===== config.mk =====
export PLATFORM = sky130hd
export DESIGN_NAME = protobuf_port_payload_parser
export DESIGN_NICKNAME = d
export VERILOG_FILES = /design/src/design/ppp_pkg.sv /design/src/design/ppp_byte_stage.sv /design/src/design/ppp_decoder.sv /design/src/design/ppp_result_stage.sv /design/src/design/protobuf_port_payload_parser.sv
export SDC_FILE = /design/constraint.sdc
export NUM_CORES = 1
export LEC_CHECK = 0
export ABC_CLOCK_PERIOD_IN_PS = 7100
export BUFFER_PORTS_ARGS = -buffer_cell sky130_fd_sc_hd__buf_4
export CAP_MARGIN = 20
export CORE_MARGIN = 2
export CORE_UTILIZATION = 58
export DETAILED_ROUTE_END_ITERATION = 8
export PLACE_DENSITY = 0.77
export RECOVER_POWER = 100
export SYNTH_ARGS = -nofsm -noshare
export SYNTH_HDL_FRONTEND = slang
export SYNTH_HIERARCHICAL = 1
export SYNTH_SLANG_ARGS = --single-unit

===== constraint.sdc =====
create_clock -name clk -period 7.1 [get_ports clk]
set_clock_uncertainty 0.2 [all_clocks]
set_input_delay 1.42 -clock clk [delete_from_list [all_inputs] [get_ports clk]]
set_output_delay 1.42 -clock clk [all_outputs]
set_load 0.03 [all_outputs]

===== src/design/ppp_pkg.sv =====
`default_nettype none

package ppp_pkg;

    // Default width of the in-message byte index; a message holds at most
    // 2**POSITION_BITS bytes.
    localparam int unsigned POSITION_BITS_DEFAULT = 16;

    localparam int unsigned DATA_BYTE_W   = 8;
    localparam int unsigned PORT_W        = 32;
    localparam int unsigned PAYLOAD_W     = 16;
    localparam int unsigned VARINT_W      = 64;
    localparam int unsigned VARINT_MAX_B  = 10;

    localparam logic [2:0] WT_VARINT = 3'd0;
    localparam logic [2:0] WT_I64    = 3'd1;
    localparam logic [2:0] WT_DELIM  = 3'd2;
    localparam logic [2:0] WT_I32    = 3'd5;

    localparam logic [4:0] FIXED64_BYTES = 5'd8;
    localparam logic [4:0] FIXED32_BYTES = 5'd4;

    // Result beat width: 1 + 32 + 1 + 16 + 16 = 66 bits, padded to 72.
    localparam int unsigned RESULT_W  = 66;
    localparam int unsigned M_TDATA_W = 72;

    typedef enum logic [1:0] {
        PH_TAG  = 2'd0,
        PH_VAL  = 2'd1,
        PH_LEN  = 2'd2,
        PH_SKIP = 2'd3
    } phase_t;

    typedef struct packed {
        logic [PAYLOAD_W-1:0] payload_length;
        logic [PAYLOAD_W-1:0] payload_offset;
        logic                 payload_present;
        logic [PORT_W-1:0]    port_number;
        logic                 parse_ok;
    } result_t;

    // One accepted input byte handed from the input register to the decoder.
    typedef struct packed {
        logic                   valid;
        logic                   final_byte;
        logic [DATA_BYTE_W-1:0] data_byte;
    } byte_beat_t;

endpackage

`default_nettype wire


===== src/design/ppp_byte_stage.sv =====
`default_nettype none

module ppp_byte_stage
    import ppp_pkg::*;
(
    input  wire logic                   clk,
    input  wire logic                   rst_n,
    input  wire logic                   in_valid,
    output logic                        in_ready,
    input  wire logic [DATA_BYTE_W-1:0] in_byte,
    input  wire logic                   in_final,
    input  wire logic                   out_free,
    output byte_beat_t                  beat
);

    logic                   valid_reg;
    logic                   valid_next;
    logic                   final_reg;
    logic [DATA_BYTE_W-1:0] byte_reg;
    logic                   advance;

    // A held byte moves on unless it ends a message and the result slot is full.
    assign advance  = valid_reg && (!final_reg || out_free);
    assign in_ready = !valid_reg || advance;

    always_comb
    begin
        valid_next = valid_reg;
        if (in_ready)
        begin
            valid_next = in_valid;
        end
    end

    always_ff @(posedge clk or negedge rst_n)
    begin
        if (!rst_n)
        begin
            valid_reg <= 1'b0;
        end
        else
        begin
            valid_reg <= valid_next;
        end
    end

    always_ff @(posedge clk)
    begin
        if (in_ready && in_valid)
        begin
            byte_reg  <= in_byte;
            final_reg <= in_final;
        end
    end

    assign beat.valid      = advance;
    assign beat.final_byte = final_reg;
    assign beat.data_byte  = byte_reg;

endmodule

`default_nettype wire


===== src/design/ppp_decoder.sv =====
`default_nettype none

module ppp_decoder
    import ppp_pkg::*;
#(
    parameter int unsigned POSITION_BITS = POSITION_BITS_DEFAULT
)
(
    input  wire logic       clk,
    input  wire logic       rst_n,
    input  wire byte_beat_t beat,
    output logic            res_valid,
    output result_t         res
);

    localparam int unsigned PB = POSITION_BITS;
    localparam int unsigned SW = POSITION_BITS + 1;
    localparam logic [PB-1:0] POS_LAST = {PB{1'b1}};
    localparam logic [VARINT_W-1:0] SKIP_CAP = VARINT_W'(64'd1 << PB);

    phase_t                phase_reg, phase_next;
    logic [VARINT_W-1:0]   accum_reg, accum_next;
    logic [3:0]            count_reg, count_next;
    logic                  field_port_reg, field_port_next;
    logic                  field_payload_reg, field_payload_next;
    logic [SW-1:0]         skip_reg, skip_next;
    logic [PB-1:0]         pos_reg, pos_next;
    logic [PORT_W-1:0]     port_reg, port_next;
    logic [SW-1:0]         start_reg, start_next;
    logic [PAYLOAD_W-1:0]  size_reg, size_next;
    logic                  seen_reg, seen_next;
    logic                  error_reg, error_next;

    logic [VARINT_W-1:0]   varint_val;
    logic [6:0]            shift_amt;
    logic [SW-1:0]         skip_dec;
    logic [SW-1:0]         len_clamped;
    logic                  ok;

    // Shift for the next 7-bit group is 7 * count.
    assign shift_amt  = {count_reg, 3'b000} - {3'b000, count_reg};
    assign varint_val = accum_reg
                      | (VARINT_W'(beat.data_byte[6:0]) << shift_amt);
    assign skip_dec   = skip_reg - SW'(1);
    assign len_clamped = (varint_val > SKIP_CAP) ? SW'(SKIP_CAP) : SW'(varint_val);

    always_comb
    begin
        phase_next         = phase_reg;
        accum_next         = accum_reg;
        count_next         = count_reg;
        field_port_next    = field_port_reg;
        field_payload_next = field_payload_reg;
        skip_next          = skip_reg;
        pos_next           = pos_reg;
        port_next          = port_reg;
        start_next         = start_reg;
        size_next          = size_reg;
        seen_next          = seen_reg;
        error_next         = error_reg;
        res_valid          = 1'b0;
        res                = '0;
        ok                 = 1'b0;

        if (beat.valid)
        begin
            if (!error_reg)
            begin
                if (phase_reg == PH_SKIP)
                begin
                    skip_next = skip_dec;
                    if (skip_dec == '0)
                    begin
                        phase_next = PH_TAG;
                    end
                end
                else if (count_reg >= 4'(VARINT_MAX_B))
                begin
                    error_next = 1'b1;
                end
                else if (beat.data_byte[7])
                begin
                    accum_next = varint_val;
                    count_next = count_reg + 4'd1;
                end
                else
                begin
                    accum_next = '0;
                    count_next = '0;
                    case (phase_reg)
                        PH_TAG:
                        begin
                            field_port_next    = (varint_val[34:3] == 32'd1);
                            field_payload_next = (varint_val[34:3] == 32'd2);
                            if (varint_val[34:3] == 32'd0)
                            begin
                                error_next = 1'b1;
                            end
                            else
                            begin
                                case (varint_val[2:0])
                                    WT_VARINT:  phase_next = PH_VAL;
                                    WT_DELIM:   phase_next = PH_LEN;
                                    WT_I32:
                                    begin
                                        skip_next  = SW'(FIXED32_BYTES);
                                        phase_next = PH_SKIP;
                                    end
                                    WT_I64:
                                    begin
                                        skip_next  = SW'(FIXED64_BYTES);
                                        phase_next = PH_SKIP;
                                    end
                                    default:    error_next = 1'b1;
                                endcase
                            end
                        end
                        PH_VAL:
                        begin
                            if (field_port_reg)
                            begin
                                port_next = varint_val[PORT_W-1:0];
                            end
                            phase_next = PH_TAG;
                        end
                        default:
                        begin
                            if (field_payload_reg)
                            begin
                                start_next = SW'(pos_reg) + SW'(1);
                                size_next  = varint_val[PAYLOAD_W-1:0];
                                seen_next  = 1'b1;
                            end
                            if (varint_val == '0)
                            begin
                                phase_next = PH_TAG;
                            end
                            else
                            begin
                                skip_next  = len_clamped;
                                phase_next = PH_SKIP;
                            end
                        end
                    endcase
                end
            end

            if (!beat.final_byte)
            begin
                if (pos_reg == POS_LAST)
                begin
                    error_next = 1'b1;
                end
                else
                begin
                    pos_next = pos_reg + PB'(1);
                end
            end
            else
            begin
                // The message ends cleanly only between fields. The result is
                // taken from the state this byte produced, before the clear.
                res_valid = 1'b1;
                ok = !error_next && (phase_next == PH_TAG) && (count_next == '0);
                res.parse_ok = ok;
                if (ok)
                begin
                    res.port_number = port_next;
                    if (seen_next)
                    begin
                        res.payload_present = 1'b1;
                        res.payload_offset  = PAYLOAD_W'(start_next);
                        res.payload_length  = size_next;
                    end
                end
                phase_next         = PH_TAG;
                accum_next         = '0;
                count_next         = '0;
                field_port_next    = 1'b0;
                field_payload_next = 1'b0;
                skip_next          = '0;
                pos_next           = '0;
                port_next          = '0;
                start_next         = '0;
                size_next          = '0;
                seen_next          = 1'b0;
                error_next         = 1'b0;
            end
        end
    end

    always_ff @(posedge clk or negedge rst_n)
    begin
        if (!rst_n)
        begin
            phase_reg         <= PH_TAG;
            accum_reg         <= '0;
            count_reg         <= '0;
            field_port_reg    <= 1'b0;
            field_payload_reg <= 1'b0;
            skip_reg          <= '0;
            pos_reg           <= '0;
            port_reg          <= '0;
            start_reg         <= '0;
            size_reg          <= '0;
            seen_reg          <= 1'b0;
            error_reg         <= 1'b0;
        end
        else
        begin
            phase_reg         <= phase_next;
            accum_reg         <= accum_next;
            count_reg         <= count_next;
            field_port_reg    <= field_port_next;
            field_payload_reg <= field_payload_next;
            skip_reg          <= skip_next;
            pos_reg           <= pos_next;
            port_reg          <= port_next;
            start_reg         <= start_next;
            size_reg          <= size_next;
            seen_reg          <= seen_next;
            error_reg         <= error_next;
        end
    end

endmodule

`default_nettype wire


===== src/design/ppp_result_stage.sv =====
`default_nettype none

module ppp_result_stage
    import ppp_pkg::*;
(
    input  wire logic    clk,
    input  wire logic    rst_n,
    input  wire logic    res_valid,
    input  wire result_t res,
    output logic         out_free,
    output logic         out_valid,
    input  wire logic    out_ready,
    output result_t      out_res
);

    logic    valid_reg;
    logic    valid_next;
    result_t res_reg;

    assign out_free  = !valid_reg || out_ready;
    assign out_valid = valid_reg;
    assign out_res   = res_reg;

    always_comb
    begin
        valid_next = valid_reg;
        if (out_free)
        begin
            valid_next = res_valid;
        end
    end

    always_ff @(posedge clk or negedge rst_n)
    begin
        if (!rst_n)
        begin
            valid_reg <= 1'b0;
        end
        else
        begin
            valid_reg <= valid_next;
        end
    end

    always_ff @(posedge clk)
    begin
        if (out_free && res_valid)
        begin
            res_reg <= res;
        end
    end

endmodule

`default_nettype wire


===== src/design/protobuf_port_payload_parser.sv =====
`default_nettype none

// Streaming protobuf wire-format parser that pulls a port number (field 1,
// varint) and the location of a payload (field 2, length-delimited) out of a
// message delivered one byte per beat, with tlast on the message's last byte.
// Tags, varint values and length prefixes are decoded as base-128 varints;
// all other fields are skipped by wire type (8 bytes, 4 bytes or the length
// prefix). Exactly one result beat is produced per message, when its last
// byte has been processed; parse_ok is 0 for field number 0, wire types 3, 4,
// 6 or 7, an eleventh varint byte, a message that ends inside a field, or a
// message longer than 2**POSITION_BITS bytes, and then every other result
// field is 0. The block takes one byte every clock cycle while s_tready is
// high: while a byte sits in the input register, combinational decode works
// out the next running state and, for a last byte, the result; the edge that
// moves the byte on loads both, and m_tvalid rises with the loaded result.
// s_tready drops only while a last byte is held and the output register still
// holds an untaken result. The parser returns to its reset state after each
// last byte, so messages may follow each other with no gap.

module protobuf_port_payload_parser
    import ppp_pkg::*;
#(
    parameter int unsigned POSITION_BITS = POSITION_BITS_DEFAULT
)
(
    input  wire logic                 clk,
    input  wire logic                 rst_n,

    input  wire logic                 s_tvalid,
    output logic                      s_tready,
    // s_tdata[7:0]: data_byte
    input  wire logic [7:0]           s_tdata,
    // s_tlast: final_byte
    input  wire logic                 s_tlast,

    output logic                      m_tvalid,
    input  wire logic                 m_tready,
    // m_tdata, lowest bit up: parse_ok [0], port_number [32:1],
    // payload_present [33], payload_offset [49:34], payload_length [65:50],
    // zero padding [71:66].
    output logic [M_TDATA_W-1:0]      m_tdata
);

    byte_beat_t beat;
    logic       out_free;
    logic       res_valid;
    result_t    res;
    result_t    out_res;

    // Input register: holds one byte; it moves on unless it is a last byte
    // waiting for room in the output register.
    ppp_byte_stage u_byte_stage (
        .clk      (clk),
        .rst_n    (rst_n),
        .in_valid (s_tvalid),
        .in_ready (s_tready),
        .in_byte  (s_tdata),
        .in_final (s_tlast),
        .out_free (out_free),
        .beat     (beat)
    );

    // Decode state: varint accumulator, phase, skip counter, byte position
    // and the captured port and payload fields.
    ppp_decoder #(
        .POSITION_BITS (POSITION_BITS)
    ) u_decoder (
        .clk       (clk),
        .rst_n     (rst_n),
        .beat      (beat),
        .res_valid (res_valid),
        .res       (res)
    );

    // Output register for the one result of each message.
    ppp_result_stage u_result_stage (
        .clk       (clk),
        .rst_n     (rst_n),
        .res_valid (res_valid),
        .res       (res),
        .out_free  (out_free),
        .out_valid (m_tvalid),
        .out_ready (m_tready),
        .out_res   (out_res)
    );

    // The struct packs parse_ok into the lowest bit, matching the layout
    // listed at the port.
    assign m_tdata = {{(M_TDATA_W - RESULT_W){1'b0}}, out_res};

endmodule

`default_nettype wire

Word level (Yosys, flattened, before mapping). Index checks and enable logic that the tools add are counted.

Input port bits: 13. Word-level logic and storage cells: 167. Register bits after elaboration: 248. Output and inout port bits: 74.

Add/sub/neg operators: 5. Equal/unequal tests: 19. Reductions and logical operators: 30. Shifts and indexed selects: 1. Multiplexer cells: 88. $lt $le $gt $ge: 2. Bitwise logic cells: 1.

Operators by type and width (number): 64-bit 2-to-1 mux (5); 16-bit 2-to-1 mux (16); 32-bit 2-to-1 mux (7); 17-bit 2-to-1 mux (8); 17-bit case mux with 2 select lines (2); 64-bit by 17-bit greater-than comparator with 1-bit output (second input constant) (1); 64-bit zero test (1); 64-bit bitwise OR (1); 7-bit by 7-bit << shifter with 64-bit output (1); 1-bit 2-to-1 mux (33); 16-bit by 1-bit adder with 16-bit output (second input constant) (2); 32-bit by 1-bit == test with 1-bit output (second input constant) (1); 32-bit by 2-bit == test with 1-bit output (second input constant) (1); 32-bit zero test (1); 4-bit 2-to-1 mux (6); 2-bit 2-to-1 mux (9); 17-bit zero test (1); 17-bit by 1-bit subtractor with 17-bit output (second input constant) (1); 16-bit == test (second input constant) (1); 2-bit != test (second input constant) (4); 4-bit by 3-bit != test with 1-bit output (second input constant) (2); 4-bit AND reduction (2); 8-bit AND reduction (1); 7-bit by 4-bit subtractor with 7-bit output (1); 25 further kinds (38).

Depth between registers and ports, before layout. Gate-level depths: netlist of run 1.

Depth in word-level cells: 17. Gate-level depth with buffers: 20.

Hierarchy. Netlist of run 1, hierarchy kept.

Modules (own cells, without submodules): ppp_decoder (seq. area each 4279.1 sq um, instances 1, cells an instance 1314, area an instance 11099.4 sq um); ppp_result_stage (seq. area each 2006.9 sq um, instances 1, cells an instance 70, area an instance 2035.7 sq um); ppp_byte_stage (seq. area each 295.3 sq um, instances 1, cells an instance 17, area an instance 356.6 sq um); protobuf_port_payload_parser (seq. area each 0.0 sq um, instances 1, cells an instance 7, area an instance 48.8 sq um).

Worst setup path after synthesis of run 1. OpenSTA, ideal clock, no wires.

Kind: reg-to-reg. Start point: register u_decoder.count_reg[0]. End point: register u_result_stage.res_reg (netlist bit u_result_stage/out_res[64]) (data pin). Arrival: 3.968 ns. Clock period less this slack: 4.304 ns. Stages on the path, launching flop included: 20. Slack: 2.796 ns. Cells stage by stage: dfrtp_1 > buf_6 > buf_2 > inv_2 > ha_1 > buf_6 > clkbuf_1 > mux4_2 > nand4_1 > o211ai_1 > nor3_1 > a21boi_1 > nor4_1 > nor3b_2 > o311ai_1 > a31oi_2 > nand4_2 > buf_6 > buf_6 > nor2_4.

Word-level cells in the longest chain between the ends: 17. Elaborated cells between the ends (all ways): 51.

RTL lines: from (decl) (line ppp_decoder.sv:23) `logic [3:0] count_reg, count_next;`; from (signal assigned) (line ppp_decoder.sv:213) `count_reg <= count_next;`; 7-bit by 4-bit subtractor with 7-bit output (line ppp_decoder.sv:41) `assign shift_amt = {count_reg, 3'b000} - {3'b000, count_reg};`; 7-bit by 7-bit << shifter with 64-bit output (line ppp_decoder.sv:43) `| (VARINT_W'(beat.data_byte[6:0]) << shift_amt);`; 64-bit bitwise OR (line ppp_decoder.sv:43); 3-bit == test (tied with other cells) (line ppp_decoder.sv:101) `case (varint_val[2:0])`; 2-bit OR reduction (no line) or 4-bit OR reduction (tied branches); 2-bit case mux with 3 select lines or 1-bit 2-to-1 mux (tied branches) (line ppp_decoder.sv:101); 2-bit 2-to-1 mux or 1-bit 2-to-1 mux (tied branches) (line ppp_decoder.sv:95) `if (varint_val[34:3] == 32'd0)`; 2-bit case mux with 2 select lines or 1-bit 2-to-1 mux (tied branches) (line ppp_decoder.sv:90) `case (phase_reg)`; 2-bit 2-to-1 mux or 1-bit 2-to-1 mux (tied branches) (line ppp_decoder.sv:81) `else if (beat.data_byte[7])`; 2-bit 2-to-1 mux or 1-bit 2-to-1 mux (tied branches) (line ppp_decoder.sv:77) `else if (count_reg >= 4'(VARINT_MAX_B))`; 2-bit 2-to-1 mux or 1-bit 2-to-1 mux (tied branches) (line ppp_decoder.sv:69) `if (phase_reg == PH_SKIP)`; 2-bit 2-to-1 mux or 1-bit 2-to-1 mux (tied branches) (line ppp_decoder.sv:67) `if (!error_reg)`; 2-bit 2-to-1 mux or 1-bit 2-to-1 mux (tied branches) (line ppp_decoder.sv:65) `if (beat.valid)`; 2-bit zero test or 1-bit zero test (tied branches) (line ppp_decoder.sv:164) `ok = !error_next && (phase_next == PH_TAG) && (count_next == '0);`; 1-bit logical AND (2 in a row) (line ppp_decoder.sv:164); 4-bit AND reduction (no line); to (signal assigned) (line ppp_result_stage.sv:49) `res_reg <= res;`; to (decl) (line ppp_result_stage.sv:18) `result_t res_reg;`.

Several ways; a longest one is shown, not always the timed one. The select of a mux whose other input is x is not followed. A chain may end at the register's enable or synchronous reset.

Worst setup path in the final report of run 1.
Start point: register u_decoder.count_reg[0]. End point: register u_decoder.skip_reg[1].

Word-level cells in the longest chain between the ends: 12. Elaborated cells between the ends (all ways): 22.

RTL lines: 7-bit by 4-bit subtractor with 7-bit output (line ppp_decoder.sv:41); 7-bit by 7-bit << shifter with 64-bit output (line ppp_decoder.sv:43); 64-bit bitwise OR (line ppp_decoder.sv:43); 64-bit by 17-bit greater-than comparator with 1-bit output (line ppp_decoder.sv:45) `assign len_clamped = (varint_val > SKIP_CAP) ? SW'(SKIP_CAP) : SW'(varint_val);`; 17-bit 2-to-1 mux (line ppp_decoder.sv:45); 17-bit 2-to-1 mux (line ppp_decoder.sv:134) `if (varint_val == '0)`; 17-bit case mux with 2 select lines (line ppp_decoder.sv:90); 17-bit 2-to-1 mux (line ppp_decoder.sv:81); 17-bit 2-to-1 mux (line ppp_decoder.sv:77); 17-bit 2-to-1 mux (line ppp_decoder.sv:69); 17-bit 2-to-1 mux (line ppp_decoder.sv:67); 17-bit 2-to-1 mux (line ppp_decoder.sv:148) `if (!beat.final_byte)`; to (signal assigned) (line ppp_decoder.sv:216) `skip_reg <= skip_next;`; to (decl) (line ppp_decoder.sv:26) `logic [SW-1:0] skip_reg, skip_next;`.

Several ways; a longest one is shown, not always the timed one. The select of a mux whose other input is x is not followed.

==> results.cfg, run 1 <==
[die]
coreArea_sq_um = 22800
die_w_um = 157
die_h_um = 157
dieArea_sq_um = 24600
ios = 87
start_util = 0.594
num_rows = 55

[power_and_ir_drop]
vdd_drop_max_uv = 202
cellPowerDensity_nw_per_um2 = 340
leakagePower_nw = 5.75

[final_layout]
syn2layout_area_growth_pct = 8.95
drive_gt1_frac = 0.0757
final_common_cell = nor2_1
fill_cells = 1940
final_cell_mix = nor2_1, dfrtp_1, a21oi_1
ff_latch_area_sq_um = 6580
largest_reg_flops = 66
num_antenna_cells = 0
fin_nets = 1451
multi_input_area_sq_um = 6340
finish.utilization = 0.648

[timing]
max_freq_ghz = 0.159
tns_ps = 0
drv_slew = 225
timing.final.crit_share = 0.888
fin_crit_ps = 6310
hold_viol_final = 0
rsz0062_at_grt = no
worst_slew_pin_slew_ps = 4000
relSlewSlack = -1.66
setup_viol = 0

[detailed_routing]
drt_first_pass_iters = 5
viasPerCell = 6.55
post_drt_wl_per_cell_um = 21.7
wl_mm = 38.2
drtIter0Drc = 1266
drc = 0
antenna_left = 0
vias = 11600

[setup_path]
crit_path_end_kind = register
cp_max_fo = 16
cp.arrival_ps = 6530
worstReg2RegStart = u_decoder/count_reg[0]
crit_path_start_kind = register
required_ps = 7320
crit_type = register to register
critPathLaunch = u_decoder/count_reg[0]
r2r_slack_ps = 790
reg2reg_depth = 13
timing.rr.end = u_decoder/skip_reg[1]

[synthesis]
synth_cell_types = 98
synth_seq_area_share = 0.486
syn-cell-area_sq_um = 13500
syn_area_per_cell_sq_um = 9.62
ys_ff_latch = 248
syn_inst = 1408
synth-warning-count = 6
ys.flop_type = dfrtp_1
synth-edff-count = 75
async_flop_share = 0.698

[hold_path]
hp-class = register to register
hold_end = u_decoder/accum_reg[21]
min_from = u_decoder/accum_reg[21]
hold_depth = 2

[grt]
grt_overflow_total = 0
antenna_found_initial = 0
grt_max_degree = 87
grt_pass1_wl_mm = 60.2
grtUsageTotal = 0.312
grt_pass1_vias = 10800

[status]
failed_checks = capacitance limit, slew limit
status = finished with violations

[clock_network]
clockBufferDepth = 3
cts_root_buffer = clkbuf_16
cts_htree_levels = 1
cts_tree = done
cts.reportedPaths.clkPinSlew_ps = 60
clock_latency_ps = 540
cts_setup_buffers = 0
cts-hold-fix-buffers = 0
cts_num_sinks = 248
cts-resized-gates = 0
cts_made_buffers = 28

[placement]
dp_hpwl_mm = 25.3
port_buffers = 80
place.gp.congestion = 0.936

[job]
drv_cap = 3
==> cell families after synthesis <==
logic type / share of synthesized area
AOI/OAI and AO/OA: 0.249
xor gates and xnor gates: 0.0142
and+or+nand+nor: 0.172
buffers and inverters: 0.0440
adders and majority gates: 0.00647
DFF: 0.486
muxes: 0.0282
other: 0.000277
==> worst max-delay path by stage <==
stage	slack [ps]	depth (start not counted)	end
finish	790	13	u_decoder/skip_reg[1]
global route	460	13	u_decoder/skip_reg[16]
CTS	1350	14	u_result_stage/out_res[18]
detailed placement	1430	13	u_decoder/skip_reg[16]
global placement	1410	14	u_decoder/skip_reg[7]
floorplan	2800	19	u_result_stage/out_res[64]
==> cell usage after synthesis (10+ instances only) <==
cell       instances  area (sq um)
clkbuf_1          78           293
nor4_1            17           106
buf_2             13          65.1
xnor2_1           17           149
nor3_1            28           140
a22oi_1           51           383
o31ai_1           11          82.6
a31oi_1           15          93.8
mux2i_1           15           150
nand2_1          106           398
o21ai_0           73           365
a22o_1            21           184
inv_1             14          52.6
and2_1            17           106
nand3_1           24           120
buf_4             10          75.1
o2bb2ai_1         65           569
a21o_1            20           150
and3_1            17           106
nor2_1           179           672
dfrtp_1          173          4330
a21boi_0          12          90.1
nand2b_1          10          62.6
a21oi_1          140           701
nand4_1           14          87.6
edfxtp_1          75          2250
==> cell type report <==
cell class | count | share of cell area
Timing Repair Buffer | 100 | 0.0324
Clock inverter | 13 | 0.00780
Tap cell | 313 | 0.0265
Multi-Input combinational cell | 1035 | 0.429
Clock buffer | 39 | 0.0531
Inverter | 18 | 0.00458
Sequential cell | 248 | 0.446
==> routing by layer <==
metal	part of all wire	global-route usage	vias up	wire [um]
met5	0	0	-	0
met4	0.024	0.0917	0	922
met3	0.078	0.0443	69	2990
met2	0.47	0.486	502	17800
met1	0.43	0.457	5701	16500
li1	-	-	5293	-
==> through the flow <==
stage	instance area, sq um	setup slack, ps	hold slack, ps	instances	total power [mW]
3_3_place_gp	14200	1410	268	1714	3.60
3_5_place_dp	14200	1430	278	1714	3.59
4_1_cts	15100	1350	291	1766	5.00
6_report	14800	792	290	1766	5.02
2_1_floorplan	13600	2800	251	1413	3.01
5_1_grt	14800	457	315	1766	5.24
==> worst max-delay path, cell delays in order, from the launching register on <==
cell      delay, ps
dfrtp_1         520
inv_1           330
ha_1            580
xor2_1          840
mux4_2          750
and2_0          350
nor3_2          160
a31oi_1         110
nand4b_1        260
nor2_1          290
nand3_1         230
a21o_1          270
o21ai_1         860
mux2_2          420
==> where the power goes <==
group | total, mW | switching [mW] | leakage, nW | internal, mW
Sequential | 1.63 | 0.0846 | 3.13 | 1.55
Combinational | 1.98 | 1.42 | 2.18 | 0.562
Clock | 1.41 | 0.570 | 0.438 | 0.840
(Power assumes the default switching activity.)
==> run 2: changes to the inputs <==
- CELL_PAD_IN_SITES_DETAIL_PLACEMENT: unset -> 1
- CELL_PAD_IN_SITES_GLOBAL_PLACEMENT: unset -> 1
- CORE_UTILIZATION: 58 -> 52
- PLACE_DENSITY: 0.77 -> unset
- PLACE_DENSITY_LB_ADDON: unset -> 0.1
==> run 2 against run 1 <==
Effect of this change:
- the run still ends with capacitance limit, slew limit left
- critical path depth down 5
- combinational power about the same
- final area up 1.0%
- fmax rose by 1.6%
- flip-flop and latch count unchanged
- non-clock buffer count increased by 4
- count of clock-buffer cells in the layout increased by 1
- via count rose by 1.3%
- largest power group unchanged
==> results.cfg, run 2 (synthesis results as in run 1) <==
[setup_path]
required_ps = 6970
reg2reg_depth = 14
crit_type = input pin to register
r2r_slack_ps = 960
cp.arrival_ps = 6080
timing.rr.end = u_result_stage/out_res[9]
critPathBufInv = 4
cpPeakStageDelay_ps = 2290
critPathMostFrequentCell = inv_1
cp_cell_sequence = clkbuf_4 > nand2b_1 > inv_1 > a21boi_0 > clkbuf_1 > nand2_1 > inv_1 > and2_1
crit_path_end_kind = register
crit_path_start_kind = input pin
cp_max_fo = 66
worstReg2RegStart = u_decoder/count_reg[0]
crit_family = simple AND/OR/NAND/NOR gates
crit_path_top_delay_cell = and2_1

[timing]
worst_slew_pin_slew_ps = 3200
rsz0062_at_grt = no
drv_slew = 396
hold_viol_final = 0
hold_slack_ps = 294
timing.final.crit_share = 0.874
tns_ps = 0
relSlewSlack = -1.14
fin_crit_ps = 6210
setup_viol = 0
max_freq_ghz = 0.161

[final_layout]
drive_gt1_frac = 0.0803
fin_nets = 1455
multi_input_area_sq_um = 6310
final_common_cell = nor2_1
syn2layout_area_growth_pct = 10.1
final_cell_mix = nor2_1, dfrtp_1, a21oi_1
ff_latch_area_sq_um = 6580
num_antenna_cells = 0
fill_cells = 2932
largest_reg_flops = 66

[hold_path]
hold_depth = 1
hold_end = u_decoder/start_reg[14]
min_from = u_decoder/start_reg[14]
hp-class = register to register

[power_and_ir_drop]
power.sequential.fraction = 0.313
p_comb_frac = 0.384
vdd_drop_max_uv = 200
leakagePower_nw = 5.81
pwr-share-clk = 0.302
swShare = 0.407
p_int_mw = 3.10
p_sw_mw = 2.13
cellPowerDensity_nw_per_um2 = 350

[placement]
port_buffers = 80
dp_hpwl_mm = 29.0
place.gp.congestion = 0.906

[clock_network]
clock_latency_ps = 540
cts_num_sinks = 248
cts_setup_buffers = 0
cts.reportedPaths.clkPinSlew_ps = 60
clockBufferDepth = 3
cts_root_buffer = clkbuf_16
cts_htree_levels = 1
cts-hold-fix-buffers = 0
cts-resized-gates = 0
cts_tree = done
cts_made_buffers = 28

[detailed_routing]
viasPerCell = 6.54
drc = 0
vias = 11700
antenna_left = 0
drtIter0Drc = 949
wl_mm = 44.2
drt_first_pass_iters = 5
post_drt_wl_per_cell_um = 24.6

[grt]
grt_pass1_wl_mm = 69.2
grt_max_degree = 87
antenna_found_initial = 0
grt_overflow_total = 0
grt_pass1_vias = 12200
grtUsageTotal = 0.324

[die]
dieArea_sq_um = 27300
num_rows = 59
coreArea_sq_um = 25800
die_h_um = 165
die_w_um = 165
ios = 87
start_util = 0.524

[status]
status = finished with violations
failed_checks = capacitance limit, slew limit

[job]
drv_cap = 7
[run 2: layout make-up]
| cell class | count | area share |
|---|---|---|
| Sequential cell | 248 | 0.442 |
| Multi-Input combinational cell | 1035 | 0.423 |
| Clock buffer | 40 | 0.0562 |
| Timing Repair Buffer | 104 | 0.0341 |
| Tap cell | 335 | 0.0281 |
| Clock inverter | 12 | 0.0121 |
| Inverter | 18 | 0.00453 |
[run 2: worst max path at each step]
stage,from,slack (ps),end,cells after the start
floorplan,u_decoder/count_reg[0],2800,u_result_stage/out_res[64],19
global placement,u_decoder/count_reg[0],1380,u_result_stage/out_res[35],14
detailed placement,u_decoder/count_reg[0],1290,u_result_stage/out_res[35],14
CTS,u_decoder/count_reg[0],1220,u_result_stage/out_res[9],14
global route,m_tready,570,u_result_stage/out_res[27],8
finish,m_tready,890,u_result_stage/out_res[2],8
[run 2: per-stage QoR]
stage	util	instances	total power [mW]	cell area, sq um	worst slack (ps)
after floorplan	-	1413	3.01	13600	2800
after global placement	0.552	1739	3.61	14300	1380
after detailed placement	0.552	1739	3.64	14300	1290
after CTS	0.592	1791	5.23	15300	1220
after global routing	0.577	1792	5.45	14900	573
final	0.577	1792	5.22	14900	891
[run 2: power by group through the flow]
stage / Clock (mW) / Sequential, mW / Combinational, mW
after floorplan: 0 / 1.65 / 1.36
after global placement: 0 / 1.66 / 1.96
after detailed placement: 0 / 1.66 / 1.99
after CTS: 1.60 / 1.63 / 2.00
after global routing: 1.65 / 1.65 / 2.15
final: 1.58 / 1.64 / 2.01
[run 2: per-layer routing]
| metal | wire [um] | GRT usage | vias to the layer above |
|---|---|---|---|
| li1 | - | - | 5291 |
| met2 | 22900 | 0.582 | 300 |
| met3 | 1840 | 0.0395 | 84 |
| met1 | 18200 | 0.413 | 6036 |
| met4 | 1230 | 0.0913 | 0 |
| met5 | 0 | 0 | - |
==> run 3: changes to the inputs <==
- CELL_PAD_IN_SITES_DETAIL_PLACEMENT: 1 -> unset
- CELL_PAD_IN_SITES_GLOBAL_PLACEMENT: 1 -> unset
- CORE_MARGIN: 2 -> unset
- CORE_UTILIZATION: 52 -> 58
- PLACE_DENSITY: unset -> 0.77
- PLACE_DENSITY_LB_ADDON: 0.1 -> unset
==> run 3 against run 2 <==
Effect of this change:
- the run still ends with capacitance limit, slew limit left
- first-iteration DRC count up 35%
- final cell count fell by 1.2%
- clock power fell by 16%
- power is 5.6% lower
- final area is 1.3% lower
- routed wire length decreased by 14%
- register-to-register slack barely moved
- worst setup slack improved by 69 ps
- die area fell by 12%
- combinational power about the same
- count of clock-buffer cells in the layout fell by 3
- critical path type is now register to register
- largest cell class unchanged
==> results.cfg, run 3 (synthesis results as in run 1) <==
[die]
num_rows = 55
coreArea_sq_um = 22800
start_util = 0.594
die_h_um = 155
die_w_um = 155
dieArea_sq_um = 24000
ios = 87

[clock_network]
cts_num_sinks = 248
cts.reportedPaths.clkPinSlew_ps = 60
cts-hold-fix-buffers = 0
cts_made_buffers = 27
cts_setup_buffers = 0
cts_root_buffer = clkbuf_16
clockBufferDepth = 3
clock_latency_ps = 530
cts_htree_levels = 1
cts-resized-gates = 0
cts_tree = done

[placement]
place.gp.congestion = 0.949
dp_hpwl_mm = 25.4
port_buffers = 80
place_inst = 1720

[power_and_ir_drop]
vdd_drop_max_uv = 224
cellPowerDensity_nw_per_um2 = 335
leakagePower_nw = 5.73

[setup_path]
crit_path_start_kind = register
crit_type = register to register
crit_path_top_delay_cell = o31ai_1
crit_path_end_kind = register
critPathBufInv = 3
cpPeakStageDelay_ps = 1200
crit_family = compound AO/OA/AOI/OAI gates
required_ps = 7170
cp_max_fo = 28
cp.arrival_ps = 6210
cp_cell_sequence = clkinv_1 > ha_1 > xor2_1 > clkbuf_1 > o21ai_0 > o31ai_1 > nor3_1 > a21boi_0 > nor4_1 > nor3b_2 > o311ai_1 > a31oi_1 > nand4_4 > buf_4 > nor2_1

[timing]
rsz0062_at_grt = no
timing.final.crit_share = 0.865
hold_viol_final = 0
drv_slew = 256
setup_viol = 0
max_freq_ghz = 0.163
relSlewSlack = -1.49
fin_crit_ps = 6140
worst_slew_pin_slew_ps = 3740
tns_ps = 0

[grt]
grt_pass1_wl_mm = 60.5
grtUsageTotal = 0.322
grt_max_degree = 87
grt_overflow_total = 0
grt_pass1_vias = 10900
antenna_found_initial = 1

[job]
drv_cap = 6

[status]
failed_checks = capacitance limit, slew limit
status = finished with violations

[final_layout]
fin_nets = 1456
fill_cells = 1926
drive_gt1_frac = 0.0776
syn2layout_area_growth_pct = 8.63
final_common_cell = nor2_1
layoutNonFillerInstCount = 1770
final_cell_mix = nor2_1, dfrtp_1, a21oi_1
largest_reg_flops = 66

[detailed_routing]
antenna_left = 0
vias = 11500
viasPerCell = 6.52
wl_mm = 37.9
drt_first_pass_iters = 5
drc = 0
post_drt_wl_per_cell_um = 21.4
drtIter0Drc = 1281

[hold_path]
hp-class = register to register
## run 3: stage by stage
stage	setup WS [ps]	util	hold WS [ps]	total power, mW	cell area (sq um)
6_report	960	0.646	294	4.93	14700
2_1_floorplan	2800	-	251	3.01	13600
4_1_cts	1510	0.662	292	4.93	15100
3_5_place_dp	1540	0.626	280	3.61	14300
3_3_place_gp	1620	0.626	274	3.60	14300
5_1_grt	634	0.646	321	5.15	14700
## run 3: area by class of cell
| class | instances | area (sq um) | share of cell area |
|---|---|---|---|
| antenna | 1 | 2.50 | 0.000170 |
| timing repair buffer | 106 | 513 | 0.0349 |
| inverter | 18 | 67.6 | 0.00459 |
| clock buffer | 37 | 743 | 0.0505 |
| sequential | 248 | 6580 | 0.447 |
| tap | 313 | 392 | 0.0266 |
| clock inverter | 12 | 87.6 | 0.00595 |
| multi-input combinational | 1035 | 6320 | 0.430 |
## run 3: where the power goes
group	internal [mW]	switching [mW]	leakage, nW
clock network	0.765	0.551	0.409
logic	0.570	1.41	2.19
registers	1.55	0.0803	3.13
## run 3: path summary, 6_finish.rpt
check | depth (start not counted) | start | slack, ps | end
max | 15 | u_decoder/count_reg[1] | 960 | u_result_stage/out_res[9]
min | 1 | u_decoder/start_reg[14] | 290 | u_decoder/start_reg[14]
max reg2reg | 15 | u_decoder/count_reg[1] | 960 | u_result_stage/out_res[9]
min reg2reg | 1 | u_decoder/start_reg[14] | 290 | u_decoder/start_reg[14]
max in group asynchronous | 2 | rst_n | 1580 | u_decoder/skip_reg[6]
min in group asynchronous | 1 | rst_n | 1980 | u_decoder/accum_reg[36]
## run 3: metal layers
layer | wire (um) | vias up | track usage
met3 | 2900 | 55 | 0.0462
met2 | 18600 | 493 | 0.534
met4 | 745 | 0 | 0.0839
met1 | 15700 | 5691 | 0.444
met5 | 0 | - | 0
li1 | - | 5294 | -
## run 3: worst register-to-register path, stage by stage (launching register included)
cell,delay [ps]
dfrtp_1,380
clkinv_1,160
ha_1,560
xor2_1,650
clkbuf_1,290
o21ai_0,170
o31ai_1,1200
nor3_1,280
a21boi_0,410
nor4_1,100
nor3b_2,200
o311ai_1,290
a31oi_1,140
nand4_4,380
buf_4,360
nor2_1,110
